--- config.mk ---
export PLATFORM = sky130hd
export DESIGN_NAME = led_driver_two_wire_byte_serializer_top_flat
export DESIGN_NICKNAME = d
export VERILOG_FILES = /design/src/rtl/core/ldbs_pkg.sv /design/src/rtl/core/ldbs_if.sv /design/src/rtl/core/ldbs_front.sv /design/src/rtl/core/ldbs_fifo.sv /design/src/rtl/core/ldbs_back.sv /design/src/rtl/core/led_driver_two_wire_byte_serializer_top.sv /design/src/flat_wrapper.sv
export SDC_FILE = /design/constraint.sdc
export NUM_CORES = 1
export LEC_CHECK = 0
export BUFFER_PORTS_ARGS = -buffer_cell sky130_fd_sc_hd__buf_2
export CAP_MARGIN = 10
export CORE_UTILIZATION = 45
export CTS_CLUSTER_DIAMETER = 100
export DETAILED_ROUTE_END_ITERATION = 12
export SLEW_MARGIN = 20
export SYNTH_ARGS = -nofsm -noshare
export SYNTH_HDL_FRONTEND = slang
export SYNTH_SLANG_ARGS = --single-unit
--- constraint.sdc ---
create_clock -name clk -period 6.6 [get_ports clk]
set_clock_uncertainty 0.1 [all_clocks]
set_input_delay 0.66 -clock clk [delete_from_list [all_inputs] [get_ports clk]]
set_output_delay 0.66 -clock clk [all_outputs]
set_load 0.1 [all_outputs]
--- src/rtl/core/ldbs_pkg.sv ---
`timescale 1ns / 1ps
// ----------------------------------------------------------------------------
// ldbs_pkg: shared types and constants for the two-wire byte serialiser
// Register indexes, field widths and the queued request entry.
// ----------------------------------------------------------------------------
package ldbs_pkg;

	localparam int unsigned BYTE_W     = 8;
	localparam int unsigned BRIGHT_W   = 3;
	localparam int unsigned CFG_IDX_W  = 2;
	localparam int unsigned CFG_DATA_W = 8;
	localparam int unsigned FIFO_DEPTH_DEF = 2;

	localparam logic [CFG_IDX_W-1:0] CFG_CMD_BASE   = 2'd0;
	localparam logic [CFG_IDX_W-1:0] CFG_BRIGHTNESS = 2'd1;
	localparam logic [CFG_IDX_W-1:0] CFG_DISPLAY_ON = 2'd2;

	localparam logic [BYTE_W-1:0] CMD_BASE_RST   = 8'h80;
	localparam logic [BRIGHT_W-1:0] BRIGHT_RST   = 3'd7;
	localparam logic              DISP_ON_RST    = 1'b1;
	localparam logic [BYTE_W-1:0] DISP_ON_MASK   = 8'h08;

	localparam logic REQ_DATA    = 1'b0;
	localparam logic REQ_CONTROL = 1'b1;

	typedef struct packed {
		logic [BYTE_W-1:0] tx_byte;
		logic              begin_txn;
		logic              end_txn;
	} ldbs_entry_t;

endpackage

--- src/rtl/core/ldbs_if.sv ---
`timescale 1ns / 1ps
// ----------------------------------------------------------------------------
// ldbs_if: channel interfaces of the two-wire byte serialiser
// Request, pin phase and configuration write channels, valid/ready each.
// ----------------------------------------------------------------------------
interface ldbs_req_if;
	logic       valid;
	logic       ready;
	logic       req_type;
	logic [7:0] data_byte;
	logic       begin_txn;
	logic       end_txn;

	modport source (output valid, req_type, data_byte, begin_txn, end_txn, input ready);
	modport sink   (input valid, req_type, data_byte, begin_txn, end_txn, output ready);
endinterface

interface ldbs_phase_if;
	logic valid;
	logic ready;
	logic clk_high;
	logic dio_high;
	logic last_phase;

	modport source (output valid, clk_high, dio_high, last_phase, input ready);
	modport sink   (input valid, clk_high, dio_high, last_phase, output ready);
endinterface

interface ldbs_cfg_if;
	logic       valid;
	logic       ready;
	logic [1:0] index;
	logic [7:0] data;

	modport source (output valid, index, data, input ready);
	modport sink   (input valid, index, data, output ready);
endinterface

--- src/rtl/core/ldbs_front.sv ---
`timescale 1ns / 1ps
// ----------------------------------------------------------------------------
// ldbs_front: request intake and configuration registers
// Resolves each request to the byte to send and pushes it to the queue.
// ----------------------------------------------------------------------------
module ldbs_front
	import ldbs_pkg::*;
(
	input  logic        clk,
	input  logic        arst_n,
	ldbs_req_if.sink    req,
	ldbs_cfg_if.sink    cfg,
	output logic        push_valid,
	input  logic        push_ready,
	output ldbs_entry_t push_entry
);

	logic [BYTE_W-1:0]   cmd_base_q;
	logic [BRIGHT_W-1:0] brightness_q;
	logic                display_on_q;
	logic [BYTE_W-1:0]   ctrl_byte;

	assign cfg.ready = 1'b1;

	always_ff @(posedge clk or negedge arst_n) begin
		if (!arst_n) begin
			cmd_base_q   <= CMD_BASE_RST;
			brightness_q <= BRIGHT_RST;
			display_on_q <= DISP_ON_RST;
		end else if (cfg.valid) begin
			// indexes past the list drop the write
			unique case (cfg.index)
				CFG_CMD_BASE:   cmd_base_q   <= cfg.data;
				CFG_BRIGHTNESS: brightness_q <= cfg.data[BRIGHT_W-1:0];
				CFG_DISPLAY_ON: display_on_q <= cfg.data[0];
				default: ;
			endcase
		end
	end

	assign ctrl_byte = cmd_base_q
		| (display_on_q ? DISP_ON_MASK : '0)
		| {{(BYTE_W-BRIGHT_W){1'b0}}, brightness_q};

	assign req.ready  = push_ready;
	assign push_valid = req.valid;

	always_comb begin
		push_entry.tx_byte   = (req.req_type == REQ_CONTROL) ? ctrl_byte : req.data_byte;
		push_entry.begin_txn = req.begin_txn;
		push_entry.end_txn   = req.end_txn;
	end

endmodule

--- src/rtl/core/ldbs_fifo.sv ---
`timescale 1ns / 1ps
// ----------------------------------------------------------------------------
// ldbs_fifo: short request queue
// Decouples request intake from the phase sequencer.
// ----------------------------------------------------------------------------
module ldbs_fifo
	import ldbs_pkg::*;
#(
	parameter int unsigned DEPTH = FIFO_DEPTH_DEF
) (
	input  logic        clk,
	input  logic        arst_n,
	input  logic        push_valid,
	output logic        push_ready,
	input  ldbs_entry_t push_entry,
	output logic        pop_valid,
	input  logic        pop_ready,
	output ldbs_entry_t pop_entry
);

	localparam int unsigned PTR_W = (DEPTH > 1) ? $clog2(DEPTH) : 1;
	localparam int unsigned CNT_W = $clog2(DEPTH + 1);

	ldbs_entry_t      mem_q [DEPTH];
	logic [PTR_W-1:0] wr_ptr_q;
	logic [PTR_W-1:0] rd_ptr_q;
	logic [CNT_W-1:0] count_q;
	logic             do_push;
	logic             do_pop;

	assign push_ready = (count_q != CNT_W'(DEPTH));
	assign pop_valid  = (count_q != '0);
	assign pop_entry  = mem_q[rd_ptr_q];
	assign do_push    = push_valid && push_ready;
	assign do_pop     = pop_valid && pop_ready;

	always_ff @(posedge clk) begin
		if (do_push) begin
			mem_q[wr_ptr_q] <= push_entry;
		end
	end

	always_ff @(posedge clk or negedge arst_n) begin
		if (!arst_n) begin
			wr_ptr_q <= '0;
			rd_ptr_q <= '0;
			count_q  <= '0;
		end else begin
			if (do_push) begin
				wr_ptr_q <= (wr_ptr_q == PTR_W'(DEPTH - 1)) ? '0 : wr_ptr_q + 1'b1;
			end
			if (do_pop) begin
				rd_ptr_q <= (rd_ptr_q == PTR_W'(DEPTH - 1)) ? '0 : rd_ptr_q + 1'b1;
			end
			if (do_push && !do_pop) begin
				count_q <= count_q + 1'b1;
			end else if (do_pop && !do_push) begin
				count_q <= count_q - 1'b1;
			end
		end
	end

endmodule

--- src/rtl/core/ldbs_back.sv ---
`timescale 1ns / 1ps
// ----------------------------------------------------------------------------
// ldbs_back: pin phase sequencer
// Walks optional start, eight bit slots, acknowledge and optional stop, one phase per cycle unless the output stalls.
// ----------------------------------------------------------------------------
module ldbs_back
	import ldbs_pkg::*;
(
	input  logic         clk,
	input  logic         arst_n,
	input  logic         pop_valid,
	output logic         pop_ready,
	input  ldbs_entry_t  pop_entry,
	ldbs_phase_if.source phase
);

	typedef enum logic [2:0] {
		PH_IDLE,
		PH_START,
		PH_BIT,
		PH_ACK,
		PH_STOP
	} ph_t;

	ph_t               ph_q;
	logic [1:0]        sub_q;
	logic [2:0]        bit_q;
	logic [BYTE_W-1:0] byte_q;
	logic              end_q;

	logic out_valid_q;
	logic clk_high_q;
	logic dio_high_q;
	logic last_q;

	ph_t               cur_ph;
	logic [1:0]        cur_sub;
	logic [2:0]        cur_bit;
	logic [BYTE_W-1:0] cur_byte;
	logic              cur_end;
	logic              active;
	logic              advance;

	ph_t               nxt_ph;
	logic [1:0]        nxt_sub;
	logic [2:0]        nxt_bit;
	logic [BYTE_W-1:0] nxt_byte;
	logic              ph_clk;
	logic              ph_dio;
	logic              ph_last;

	// when idle, start straight from the queue head so items run back to back
	always_comb begin
		if (ph_q == PH_IDLE) begin
			cur_ph   = pop_entry.begin_txn ? PH_START : PH_BIT;
			cur_sub  = 2'd0;
			cur_bit  = 3'd0;
			cur_byte = pop_entry.tx_byte;
			cur_end  = pop_entry.end_txn;
		end else begin
			cur_ph   = ph_q;
			cur_sub  = sub_q;
			cur_bit  = bit_q;
			cur_byte = byte_q;
			cur_end  = end_q;
		end
	end

	assign active    = (ph_q != PH_IDLE) || pop_valid;
	assign advance   = active && (!out_valid_q || phase.ready);
	assign pop_ready = (ph_q == PH_IDLE) && advance;

	always_comb begin
		nxt_ph   = cur_ph;
		nxt_sub  = cur_sub + 2'd1;
		nxt_bit  = cur_bit;
		nxt_byte = cur_byte;
		ph_clk   = 1'b0;
		ph_dio   = 1'b0;
		ph_last  = 1'b0;
		unique case (cur_ph)
			PH_START: begin
				ph_clk  = 1'b1;
				ph_dio  = 1'b0;
				nxt_ph  = PH_BIT;
				nxt_sub = 2'd0;
			end
			PH_BIT: begin
				ph_clk = (cur_sub == 2'd2);
				ph_dio = (cur_sub == 2'd0) ? 1'b1 : cur_byte[0];
				if (cur_sub == 2'd2) begin
					nxt_sub  = 2'd0;
					nxt_byte = cur_byte >> 1;
					nxt_bit  = cur_bit + 3'd1;
					if (cur_bit == 3'd7) begin
						nxt_ph = PH_ACK;
					end
				end
			end
			PH_ACK: begin
				ph_clk = (cur_sub == 2'd1);
				ph_dio = (cur_sub != 2'd2);
				if (cur_sub == 2'd2) begin
					nxt_sub = 2'd0;
					nxt_ph  = cur_end ? PH_STOP : PH_IDLE;
					ph_last = !cur_end;
				end
			end
			PH_STOP: begin
				ph_clk = (cur_sub != 2'd0);
				ph_dio = (cur_sub == 2'd2);
				if (cur_sub == 2'd2) begin
					nxt_sub = 2'd0;
					nxt_ph  = PH_IDLE;
					ph_last = 1'b1;
				end
			end
			default: begin
				nxt_ph = PH_IDLE;
			end
		endcase
	end

	always_ff @(posedge clk or negedge arst_n) begin
		if (!arst_n) begin
			ph_q        <= PH_IDLE;
			sub_q       <= '0;
			bit_q       <= '0;
			end_q       <= 1'b0;
			out_valid_q <= 1'b0;
		end else begin
			if (advance) begin
				ph_q        <= nxt_ph;
				sub_q       <= nxt_sub;
				bit_q       <= nxt_bit;
				end_q       <= cur_end;
				out_valid_q <= 1'b1;
			end else if (phase.ready) begin
				out_valid_q <= 1'b0;
			end
		end
	end

	always_ff @(posedge clk) begin
		if (advance) begin
			byte_q     <= nxt_byte;
			clk_high_q <= ph_clk;
			dio_high_q <= ph_dio;
			last_q     <= ph_last;
		end
	end

	assign phase.valid      = out_valid_q;
	assign phase.clk_high   = clk_high_q;
	assign phase.dio_high   = dio_high_q;
	assign phase.last_phase = last_q;

endmodule

--- src/rtl/core/led_driver_two_wire_byte_serializer_top.sv ---
`timescale 1ns / 1ps
// ----------------------------------------------------------------------------
// led_driver_two_wire_byte_serializer_top: two-wire display byte writer
// Turns byte and control-command requests into open-drain pin phases.
// ----------------------------------------------------------------------------
// channel  dir  payload                                   request
// req      in   req_type, data_byte, begin_txn, end_txn   one byte to send
// phase    out  clk_high, dio_high, last_phase            one pin phase
// cfg      in   index, data                               one register write
//
// Each request takes 27 to 31 pin phases: the phase sequencer emits one pin phase
// per cycle unless the output stalls, 24 for the byte, 3 for the acknowledge, plus start and stop.
// The queue takes further requests while the sequencer is still busy.
// A stalled phase holds in the output register; the sequencer waits on it.
// Reset clears the queue and sequencer; no clearing pass.
// ----------------------------------------------------------------------------
module led_driver_two_wire_byte_serializer_top
	import ldbs_pkg::*;
#(
	parameter int unsigned FIFO_DEPTH = FIFO_DEPTH_DEF
) (
	input  logic         clk,
	input  logic         arst_n,
	ldbs_req_if.sink     req,
	ldbs_phase_if.source phase,
	ldbs_cfg_if.sink     cfg
);

	logic        push_valid;
	logic        push_ready;
	ldbs_entry_t push_entry;
	logic        pop_valid;
	logic        pop_ready;
	ldbs_entry_t pop_entry;

	ldbs_front u_front (
		.clk        (clk),
		.arst_n     (arst_n),
		.req        (req),
		.cfg        (cfg),
		.push_valid (push_valid),
		.push_ready (push_ready),
		.push_entry (push_entry)
	);

	ldbs_fifo #(
		.DEPTH (FIFO_DEPTH)
	) u_fifo (
		.clk        (clk),
		.arst_n     (arst_n),
		.push_valid (push_valid),
		.push_ready (push_ready),
		.push_entry (push_entry),
		.pop_valid  (pop_valid),
		.pop_ready  (pop_ready),
		.pop_entry  (pop_entry)
	);

	ldbs_back u_back (
		.clk       (clk),
		.arst_n    (arst_n),
		.pop_valid (pop_valid),
		.pop_ready (pop_ready),
		.pop_entry (pop_entry),
		.phase     (phase)
	);

endmodule

--- src/flat_wrapper.sv ---
// flat-port wrapper written by rule: the top's interface ports become plain ports
module led_driver_two_wire_byte_serializer_top_flat import ldbs_pkg::*;
#(
	parameter int unsigned FIFO_DEPTH = FIFO_DEPTH_DEF
)
  (clk, arst_n, req_valid, req_req_type, req_data_byte, req_begin_txn, req_end_txn, req_ready, phase_valid, phase_clk_high, phase_dio_high, phase_last_phase, phase_ready, cfg_valid, cfg_index, cfg_data, cfg_ready);
  ldbs_req_if req_i ();
  ldbs_phase_if phase_i ();
  ldbs_cfg_if cfg_i ();
  input  logic clk;
  input  logic arst_n;
  input wire logic [$bits(req_i.valid)-1:0] req_valid;
  input wire logic [$bits(req_i.req_type)-1:0] req_req_type;
  input wire logic [$bits(req_i.data_byte)-1:0] req_data_byte;
  input wire logic [$bits(req_i.begin_txn)-1:0] req_begin_txn;
  input wire logic [$bits(req_i.end_txn)-1:0] req_end_txn;
  output wire logic [$bits(req_i.ready)-1:0] req_ready;
  output wire logic [$bits(phase_i.valid)-1:0] phase_valid;
  output wire logic [$bits(phase_i.clk_high)-1:0] phase_clk_high;
  output wire logic [$bits(phase_i.dio_high)-1:0] phase_dio_high;
  output wire logic [$bits(phase_i.last_phase)-1:0] phase_last_phase;
  input wire logic [$bits(phase_i.ready)-1:0] phase_ready;
  input wire logic [$bits(cfg_i.valid)-1:0] cfg_valid;
  input wire logic [$bits(cfg_i.index)-1:0] cfg_index;
  input wire logic [$bits(cfg_i.data)-1:0] cfg_data;
  output wire logic [$bits(cfg_i.ready)-1:0] cfg_ready;
  assign req_i.valid = req_valid;
  assign req_i.req_type = req_req_type;
  assign req_i.data_byte = req_data_byte;
  assign req_i.begin_txn = req_begin_txn;
  assign req_i.end_txn = req_end_txn;
  assign req_ready = req_i.ready;
  assign phase_valid = phase_i.valid;
  assign phase_clk_high = phase_i.clk_high;
  assign phase_dio_high = phase_i.dio_high;
  assign phase_last_phase = phase_i.last_phase;
  assign phase_i.ready = phase_ready;
  assign cfg_i.valid = cfg_valid;
  assign cfg_i.index = cfg_index;
  assign cfg_i.data = cfg_data;
  assign cfg_ready = cfg_i.ready;
  led_driver_two_wire_byte_serializer_top #(.FIFO_DEPTH(FIFO_DEPTH)) u_core (.clk(clk), .arst_n(arst_n), .req(req_i), .phase(phase_i), .cfg(cfg_i));
endmodule
==> results of run 1 <==
[metal layers]
metal / part of all wire (%) / vias to the layer above / routed length (um) / global-route usage [%]
li1: - / 852 / - / -
met2: 48 / 36 / 2220 / 25.0
met1: 46 / 805 / 2140 / 19.5
met4: 2.0 / 0 / 94 / 9.46
met5: 0 / - / 0 / 0
met3: 3.4 / 9 / 156 / 4.77
[flip-flops by register name, indices dropped and copies added, names as in the netlist, 2 cells and up]
| register | count |
|---|---|
| u_core.u_back.ph_q | 3 |
| u_core.u_back.bit_q | 3 |
| u_core.u_fifo.mem_q | 20 |
| u_core.u_front.brightness_q | 3 |
| u_core.u_back.sub_q | 2 |
| u_core.u_front.cmd_base_q | 8 |
| u_core.u_back.byte_q | 8 |
| u_core.u_fifo.count_q | 2 |
[cell type report]
| class | instances | area (sq um) |
|---|---|---|
| clock buffer | 9 | 124 |
| clock inverter | 7 | 95.1 |
| fill | 523 | 2750 |
| inverter | 6 | 22.5 |
| multi-input combinational | 144 | 1080 |
| sequential | 57 | 1590 |
| tap | 75 | 93.8 |
| timing repair buffer | 32 | 165 |
[worst reg2reg max path, cell delays in order, from the launching register on]
cell and delay [ns]:
dfrtp_1 0.53, or3_4 0.57, nand2_1 0.20, inv_1 0.06, ha_1 0.29, o211ai_1 0.33
buf_4 0.27, nand2_1 0.06, a31o_1 0.20
[logic make-up (layout without fill, tap and decap cells)]
kind of cell,Yosys count,count (layout)
AOI/OAI and AO/OA,33,33
buffers and inverters,17,54
and+or+nand+nor,62,62
adders and majority gates,8,8
muxes,35,35
other,1,1
xor gates and xnor gates,5,5
DFF,57,57
[per-stage QoR]
| step | std cells | area [sq um] | hold slack (ns) | utilization (%) |
|---|---|---|---|---|
| floorplan | 218 | 2770 | 0.264 | - |
| global placement | 313 | 2940 | 0.379 | 49.7 |
| detailed placement | 313 | 2940 | 0.386 | 49.7 |
| CTS | 329 | 3160 | 0.249 | 53.4 |
| global route | 330 | 3170 | 0.275 | 53.5 |
| finish | 330 | 3170 | 0.234 | 53.5 |
[power breakdown]
part | internal, W | switching [W] | total (W)
Clock | 0.000212 | 0.000140 | 0.000352
Combinational | 0.000127 | 0.000189 | 0.000316
Sequential | 0.000482 | 0.0000505 | 0.000533
Total | 0.000822 | 0.000379 | 0.00120
[worst min-delay path by stage]
stage	end	depth (start not counted)	startpoint
after floorplan	u_core.u_back.bit_q[0]$_DFFE_PN0P_	0	arst_n
after global placement	u_core.u_fifo.wr_ptr_q$_DFFE_PN0P_	1	u_core.u_fifo.wr_ptr_q$_DFFE_PN0P_
after detailed placement	u_core.u_fifo.wr_ptr_q$_DFFE_PN0P_	1	u_core.u_fifo.wr_ptr_q$_DFFE_PN0P_
after CTS	u_core.u_back.bit_q[0]$_DFFE_PN0P_	1	arst_n
after global routing	u_core.u_back.bit_q[0]$_DFFE_PN0P_	1	arst_n
final	u_core.u_back.bit_q[0]$_DFFE_PN0P_	1	arst_n
[Yosys cell counts (all sizes together)]
cell type	count
nor2	23
ha	8
or3	1
nand3b	3
dfrtp	21
a21o	1
a32o	3
conb	1
nand2	7
nor3	5
dfstp	5
nand3	4
xor2	3
nor2b	5
and2	3
mux2i	17
a32oi	1
and3	3
o211ai	2
mux2	18
nand2b	4
a31oi	3
nor3b	2
clkbuf	1
o22a	1
edfxtp	31
o31ai	2
nor4bb	2
inv	6
xnor2	2
a21oi	16
a31o	1
buf	10
a22o	2
o21ai	1
==> flow_metrics.py, run 1 <==
metrics = {
    "status": {
        "status": "finished, final reports clean",
    },
    "clock_network": {
        "cts_sinks": 57,
        "clockBufferDepth": 2,
        "clk_pin_slew_ns": 0.07,
        "cts_made_buffers": 9,
        "postCtsSetupBuffers": 0,
        "hold_buffers": 0,
        "cts-root-buf": "clkbuf_8",
        "htree_levels": 3,
        "cts_tree": "built",
        "cts_resized": 0,
        "insertion_delay_ns": 0.33,
    },
    "routing": {
        "drc": 0,
        "vias": 1702,
        "post_drt_wl_per_cell_um": 14.0,
        "vias_per_cell": 5.16,
        "drt_first_pass_iters": 4,
        "ant_nets": 0,
        "wirelength_mm": 4.61,
        "drt_first_iter_violations": 53,
    },
    "yosys": {
        "synth_fa_ha_area_share_pct": 3.62,
        "synth-compound-area-share_pct": 7.91,
        "muxShareOfSynthArea_pct": 13.5,
        "synth_top_area_cell": "edfxtp_1",
        "synth_fp_nets": 252,
        "synthDistinctLibCells": 42,
        "synth-xor-area-share_pct": 1.58,
        "synth.area.top_cells": "edfxtp_1 (34%), dfrtp_1 (19%), mux2_2 (7.3%), mux2i_1 (6.1%), dfstp_2 (4.7%)",
        "synthSimpleGateAreaFrac_pct": 12.3,
        "synth_top_family_by_area": "multiplexers",
        "synth-seq-cells": 57,
        "ys_warn_count": 0,
        "post_synth.cell_area_avg_sq_um": 12.7,
        "ys_seq_area_share_pct": 57.4,
        "synthCells": 218,
        "synth_top_area_share_pct": 33.6,
        "synth_area_sq_um": 2770,
    },
    "power": {
        "p_per_area_nw_per_um2": 379,
        "power_w": 0.00120,
        "ir_worst_vdd_mv": 0.184,
        "p_leak_nw": 1.32,
    },
    "sta": {
        "grt_setup_unrepaired": "no",
        "worst_slack_ns": 3.88,
        "setup_violations": 0,
        "hold_viol": 0,
        "fmax_ghz": 0.367,
        "worstMarginPinSlew_ns": 0.819,
        "maxSlewViolCount": 0,
        "slew_headroom_pct": 45.2,
        "fin_crit_sh_pct": 41.2,
        "period_minus_slack_ns": 2.72,
        "fin_tns_setup_ns": 0,
    },
    "setup_path": {
        "worstPathCellList": "or3_4 > nand2_1 > inv_1 > ha_1 > o211ai_1 > buf_4 > nand2_1 > a31o_1",
        "worstPathRequired_ns": 6.73,
        "arrival_ns": 2.85,
        "cp-end-kind": "flip-flop",
        "cp_max_fo": 20,
        "ff2ff_setup_slack_ns": 3.88,
        "crit_end": "u_core.u_back.bit_q[0]$_DFFE_PN0P_",
        "path_depth": 8,
        "cp-startpoint": "u_core.u_back.ph_q[0]$_DFFE_PN0P_",
        "cp_top_family": "simple AND/OR/NAND/NOR gates",
        "r2r_cells": 8,
        "start_kind": "flip-flop",
        "crit_slowest_cell": "or3_4",
        "critPathMostFrequentCell": "nand2_1",
        "worstReg2RegStart": "u_core.u_back.ph_q[0]$_DFFE_PN0P_",
        "path_buf_inv": 2,
        "max_stage_delay_ns": 0.57,
        "crit_type": "flip-flop to flip-flop",
        "r2r-end": "u_core.u_back.bit_q[0]$_DFFE_PN0P_",
    },
    "layout": {
        "num_antenna_cells": 0,
        "syn_to_final_growth_pct": 14.5,
        "nNetsFinal": 284,
        "layout_common_cells": "edfxtp_1 (31), buf_2 (30), nor2_1 (23), dfrtp_1 (21), mux2_2 (18)",
        "drive_gt1_share_pct": 29.8,
        "layout.cells.most_common": "edfxtp_1",
    },
    "die": {
        "die_h_um": 80.4,
        "io_pins": 32,
        "fp.dieArea_sq_um": 6470,
        "die_width_um": 80.4,
        "num_rows": 28,
        "initial_core_util_pct": 46.7,
        "core_area_sq_um": 5920,
    },
    "place": {
        "pre_cts_ws_ns": 3.77,
        "portBuffers": 30,
        "place_congestion": 0.818,
        "hpwl_mm": 3.31,
    },
    "global_route": {
        "grt_usage_pct": 16.0,
        "antenna_found_initial": 0,
        "grt_pass1_vias": 1582,
        "grt_max_degree": 27,
        "grt_pass1_wl_mm": 7.47,
        "overflow": 0,
    },
    "worst_hold_path": {
        "min_path_type": "input pin to async pin",
    },
    "job": {
        "maxCapViolCount": 0,
    },
}
(Power assumes the default switching activity.)
==> run 2: changes to the inputs <==
- clock period: 6.6 -> 2.8 ns (I/O delays scaled with it)
==> flow_metrics.py, run 2 (synthesis gave the netlist of run 1 again) <==
metrics = {
    "clock_network": {
        "hold_buffers": 1,
        "clk_pin_slew_ns": 0.07,
        "htree_levels": 3,
        "postCtsSetupBuffers": 0,
        "cts_sinks": 57,
        "cts_tree": "built",
        "clockBufferDepth": 2,
        "insertion_delay_ns": 0.33,
        "cts_made_buffers": 9,
        "cts-root-buf": "clkbuf_8",
        "cts_resized": 0,
    },
    "place": {
        "hpwl_mm": 3.37,
        "pre_cts_ws_ns": 0.507,
        "place_congestion": 0.807,
        "portBuffers": 30,
        "place_inst": 318,
    },
    "setup_path": {
        "start_kind": "flip-flop",
        "worstPathRequired_ns": 2.92,
        "critPathMostFrequentCell": "nand2_1",
        "max_stage_delay_ns": 0.51,
        "cp_top_family": "simple AND/OR/NAND/NOR gates",
        "crit_type": "flip-flop to flip-flop",
        "cp_max_fo": 20,
        "cp-startpoint": "u_core.u_back.ph_q[0]$_DFFE_PN0P_",
        "worstReg2RegStart": "u_core.u_back.ph_q[0]$_DFFE_PN0P_",
        "worstPathCellList": "or3_4 > nand2_1 > inv_1 > ha_1 > o211ai_1 > buf_4 > nand2_1 > a31o_1",
        "path_buf_inv": 2,
        "crit_slowest_cell": "or3_4",
        "arrival_ns": 2.42,
        "cp-end-kind": "flip-flop",
    },
    "job": {
        "maxCapViolCount": 0,
    },
    "die": {
        "die_h_um": 80.4,
        "io_pins": 32,
        "initial_core_util_pct": 46.7,
        "num_rows": 28,
        "die_width_um": 80.4,
        "core_area_sq_um": 5920,
        "fp.dieArea_sq_um": 6470,
    },
    "layout": {
        "regMostFlops": "u_core.u_fifo.mem_q",
        "final_util_pct": 53.6,
        "multi_input_area_sq_um": 1080,
        "drive_gt1_share_pct": 30.4,
        "top_regs": "u_core.u_fifo.mem_q x20, u_core.u_back.byte_q x8, u_core.u_front.cmd_base_q x8",
        "layout.cells.most_common": "edfxtp_1",
        "num_antenna_cells": 0,
        "finalNonFillerCells": 335,
        "largest_register_ffs": 20,
        "syn_to_final_growth_pct": 14.7,
        "nNetsFinal": 289,
        "regArea_sq_um": 1590,
        "layout_common_cells": "edfxtp_1 (31), buf_2 (30), nor2_1 (23), dfrtp_1 (21), mux2_2 (18)",
        "fill_cells": 532,
    },
    "global_route": {
        "grt_pass1_vias": 1723,
        "grt_max_degree": 27,
        "overflow": 0,
        "grt_pass1_wl_mm": 7.92,
        "grt_usage_pct": 16.8,
        "antenna_found_initial": 0,
    },
    "status": {
        "status": "finished, final reports clean",
    },
    "sta": {
        "fin_crit_sh_pct": 81.9,
        "maxSlewViolCount": 0,
        "worst_slack_ns": 0.508,
        "worstMarginPinSlew_ns": 0.667,
        "period_minus_slack_ns": 2.29,
        "hold_viol": 0,
        "slew_headroom_pct": 55.5,
        "setup_violations": 0,
        "grt_setup_unrepaired": "no",
        "fin_tns_setup_ns": 0,
        "fmax_ghz": 0.436,
    },
    "power": {
        "p_seq_share_pct": 45.5,
        "power_frac_clock_pct": 26.5,
        "internal_power_w": 0.00185,
        "p_comb_share_pct": 28.0,
        "ir_worst_vdd_mv": 0.454,
        "switchingPower_w": 0.000884,
        "switching_share_pct": 32.4,
        "p_leak_nw": 1.33,
        "p_per_area_nw_per_um2": 860,
    },
    "routing": {
        "wirelength_mm": 4.74,
        "vias_per_cell": 5.17,
        "drt_first_pass_iters": 4,
        "ant_nets": 0,
        "vias": 1731,
        "drt_first_iter_violations": 63,
        "drc": 0,
        "post_drt_wl_per_cell_um": 14.2,
    },
    "worst_hold_path": {
        "min_path_type": "input pin to flip-flop",
        "hold_start": "req_begin_txn",
    },
}
-- run 2: cell count changes in the layout (fill, tap and decap cells not counted) --
cell | before | now
buf_4 | 2 | 6
clkinv_4 | 2 | 0
bufinv_16 | 2 | 1
dlygate4sd3_1 | 0 | 1
clkinv_1 | 0 | 1
clkinv_2 | 2 | 4
-- run 2: routing by layer --
metal	vias up	global-route usage [%]	routed length [um]
met3	9	3.41	178
met5	-	0	0
met1	813	20.4	2170
met2	41	27.3	2270
met4	0	10.2	125
li1	868	-	-
-- run 2: worst reg2reg max path: cells and delay by family, from the launching register on --
kind | cells | cell delay, ns
buf+inv | 2 | 0.29
compound gates | 2 | 0.32
simple gates | 3 | 0.79
flops | 1 | 0.38
fa+ha+maj | 1 | 0.30
-- run 2: worst paths after layout --
check,to,slack (ns),cells past startpoint
setup / recovery,u_core.u_back.bit_q[0]$_DFFE_PN0P_,0.51,8
hold / removal,u_core.u_fifo.mem_q[0][1]$_DFFE_PP_,0.03,1
setup reg to reg,u_core.u_back.bit_q[0]$_DFFE_PN0P_,0.51,8
hold reg to reg,u_core.u_fifo.wr_ptr_q$_DFFE_PN0P_,0.39,1
max in group asynchronous,u_core.u_front.cmd_base_q[0]$_DFFE_PN0P_,1.79,2
min in group asynchronous,u_core.u_back.sub_q[0]$_DFFE_PN0P_,0.39,2
-- run 2: metrics by stage --
step / power, W / cell area, sq um / hold slack (ns)
2_1_floorplan: 0.00186 / 2770 / -0.116
3_3_place_gp: 0.00202 / 2980 / 0.238
3_5_place_dp: 0.00203 / 2980 / 0.228
4_1_cts: 0.00276 / 3180 / 0.0221
5_1_grt: 0.00288 / 3180 / 0.0260
6_report: 0.00273 / 3180 / 0.0333
-- run 2: area by class of cell --
cell class | instances | area share, %
sequential | 57 | 50.0
multi-input combinational | 144 | 34.0
timing repair buffer | 37 | 6.46
clock buffer | 9 | 3.90
tap | 75 | 2.96
clock inverter | 7 | 1.93
inverter | 6 | 0.709
-- run 2: power by group through the flow --
stage	sequential (W)	combinational, W	clock [W]
final	0.00124	0.000766	0.000723
after global routing	0.00127	0.000847	0.000768
after CTS	0.00125	0.000778	0.000739
after detailed placement	0.00126	0.000775	0
after global placement	0.00126	0.000764	0
after floorplan	0.00128	0.000583	0
==> run 3: changes to the inputs <==
- clock period: 2.8 -> 2.2 ns (I/O delays scaled with it)
==> flow_metrics.py, run 3 (synthesis gave the netlist of run 1 again) <==
metrics = {
    "clock_network": {
        "clk_pin_slew_ns": 0.06,
        "cts-root-buf": "clkbuf_8",
        "htree_levels": 3,
        "clockBufferDepth": 2,
        "cts_made_buffers": 9,
        "postCtsSetupBuffers": 0,
        "insertion_delay_ns": 0.33,
        "cts_tree": "built",
        "cts_sinks": 57,
    },
    "layout": {
        "nNetsFinal": 294,
        "largest_register_ffs": 20,
        "layout.cells.most_common": "edfxtp_1",
        "layout_common_cells": "edfxtp_1 (31), buf_2 (30), nor2_1 (23), dfrtp_1 (20), mux2_2 (18)",
        "regMostFlops": "u_core.u_fifo.mem_q",
        "regArea_sq_um": 1590,
        "syn_to_final_growth_pct": 18.1,
        "multi_input_area_sq_um": 1120,
        "num_antenna_cells": 0,
        "top_regs": "u_core.u_fifo.mem_q x20, u_core.u_back.byte_q x8, u_core.u_front.cmd_base_q x8",
        "fill_cells": 540,
        "drive_gt1_share_pct": 33.2,
    },
    "sta": {
        "worst_slack_ns": 0.207,
        "period_minus_slack_ns": 1.99,
        "fmax_ghz": 0.502,
        "hold_viol": 0,
        "grt_setup_unrepaired": "no",
        "fin_crit_sh_pct": 90.6,
        "slew_headroom_pct": 57.7,
        "worstMarginPinSlew_ns": 0.633,
        "setup_violations": 0,
        "hold_slack_ns": 0.0179,
        "maxSlewViolCount": 0,
    },
    "setup_path": {
        "max_stage_delay_ns": 0.46,
        "worstPathCellList": "or3_4 > and2_1 > ha_2 > ha_1 > nand2_1 > o31ai_1 > a32o_1",
        "start_kind": "flip-flop",
        "worstPathRequired_ns": 2.32,
        "arrival_ns": 2.12,
        "crit_type": "flip-flop to flip-flop",
        "cp_max_fo": 6,
        "crit_slowest_cell": "or3_4",
        "cp-end-kind": "flip-flop",
    },
    "global_route": {
        "antenna_found_initial": 0,
        "grt_max_degree": 27,
        "grt_usage_pct": 17.1,
        "grt_pass1_vias": 1725,
        "grt_pass1_wl_mm": 8.03,
        "overflow": 0,
    },
    "die": {
        "num_rows": 28,
        "initial_core_util_pct": 46.7,
        "io_pins": 32,
        "die_width_um": 80.4,
        "fp.dieArea_sq_um": 6470,
        "core_area_sq_um": 5920,
        "die_h_um": 80.4,
    },
    "power": {
        "p_per_area_nw_per_um2": 1090,
        "power_w": 0.00358,
        "ir_worst_vdd_mv": 0.496,
        "p_leak_nw": 1.35,
    },
    "place": {
        "hpwl_mm": 3.42,
        "place_congestion": 0.765,
        "pre_cts_ws_ns": 0.219,
        "portBuffers": 30,
    },
    "routing": {
        "drt_first_pass_iters": 4,
        "drc": 0,
        "wirelength_mm": 4.77,
        "vias_per_cell": 5.09,
        "ant_nets": 0,
        "post_drt_wl_per_cell_um": 14.0,
        "drt_first_iter_violations": 89,
        "vias": 1731,
    },
    "status": {
        "status": "finished, final reports clean",
    },
    "job": {
        "maxCapViolCount": 0,
    },
    "worst_hold_path": {
        "min_path_type": "input pin to flip-flop",
    },
}
## run 3: changes by cell type in the layout (fill, tap and decap cells not counted), sizes merged
cell         before  now
clkinv            5    3
buf              36   39
clkbuf            9   10
dlygate4sd3       1    3
clkinvlp          1    2
## run 3: routing by layer
layer	GRT usage, %	routed length, um	vias up
met4	9.64	105	0
met2	26.5	2230	52
met5	0	0	-
met3	4.20	238	10
li1	-	-	878
met1	21.9	2200	791
## run 3: through the flow
stage | cells | utilization (%) | TNS [ns] | area, sq um
after floorplan | 218 | - | -0.717 | 2820
after global placement | 321 | 51.4 | 0 | 3040
after detailed placement | 321 | 51.4 | 0 | 3040
after CTS | 340 | 55.2 | 0 | 3270
after global routing | 340 | 55.2 | 0 | 3270
final | 340 | 55.2 | 0 | 3270
## run 3: critical path, delay by kind of cell, from the launching register on
family / cells / cell delay, ns
adder cells (fa/ha/maj): 2 / 0.35
AO/OA/AOI/OAI: 2 / 0.32
flip-flops: 1 / 0.38
AND/OR/NAND/NOR: 3 / 0.73
## run 3: cell type report
class / count / area share (%)
Inverter: 6 / 0.689
Timing Repair Buffer: 42 / 7.58
Clock inverter: 6 / 1.76
Multi-Input combinational cell: 144 / 34.3
Clock buffer: 10 / 4.21
Sequential cell: 57 / 48.6
Tap cell: 75 / 2.87
## run 3: repair_timing
action	4_1_cts	5_1_grt
resized for setup	0	0
hold buffers	3	0
hold endpoints to repair	25	0
## run 3: worst paths after layout
check	startpoint	endpoint	slack (ns)	depth (start not counted)
min reg2reg	u_core.u_fifo.wr_ptr_q$_DFFE_PN0P_	u_core.u_fifo.wr_ptr_q$_DFFE_PN0P_	0.39	1
max reg2reg	u_core.u_back.ph_q[0]$_DFFE_PN0P_	u_core.u_back.ph_q[0]$_DFFE_PN0P_	0.21	7
min	cfg_data[7]	u_core.u_front.cmd_base_q[7]$_DFFE_PN1P_	0.02	2
max in group asynchronous	arst_n	u_core.u_back.phase.valid$_DFFE_PN0P_	1.24	2
min in group asynchronous	arst_n	u_core.u_back.sub_q[0]$_DFFE_PN0P_	0.33	2
max	u_core.u_back.ph_q[0]$_DFFE_PN0P_	u_core.u_back.ph_q[0]$_DFFE_PN0P_	0.21	7
## run 3: power breakdown
part / total (W) / leakage (nW) / switching (W) / internal [W]
clock: 0.000953 / 0.0934 / 0.000410 / 0.000543
sequential: 0.00157 / 0.592 / 0.000122 / 0.00145
combinational: 0.00106 / 0.661 / 0.000627 / 0.000431
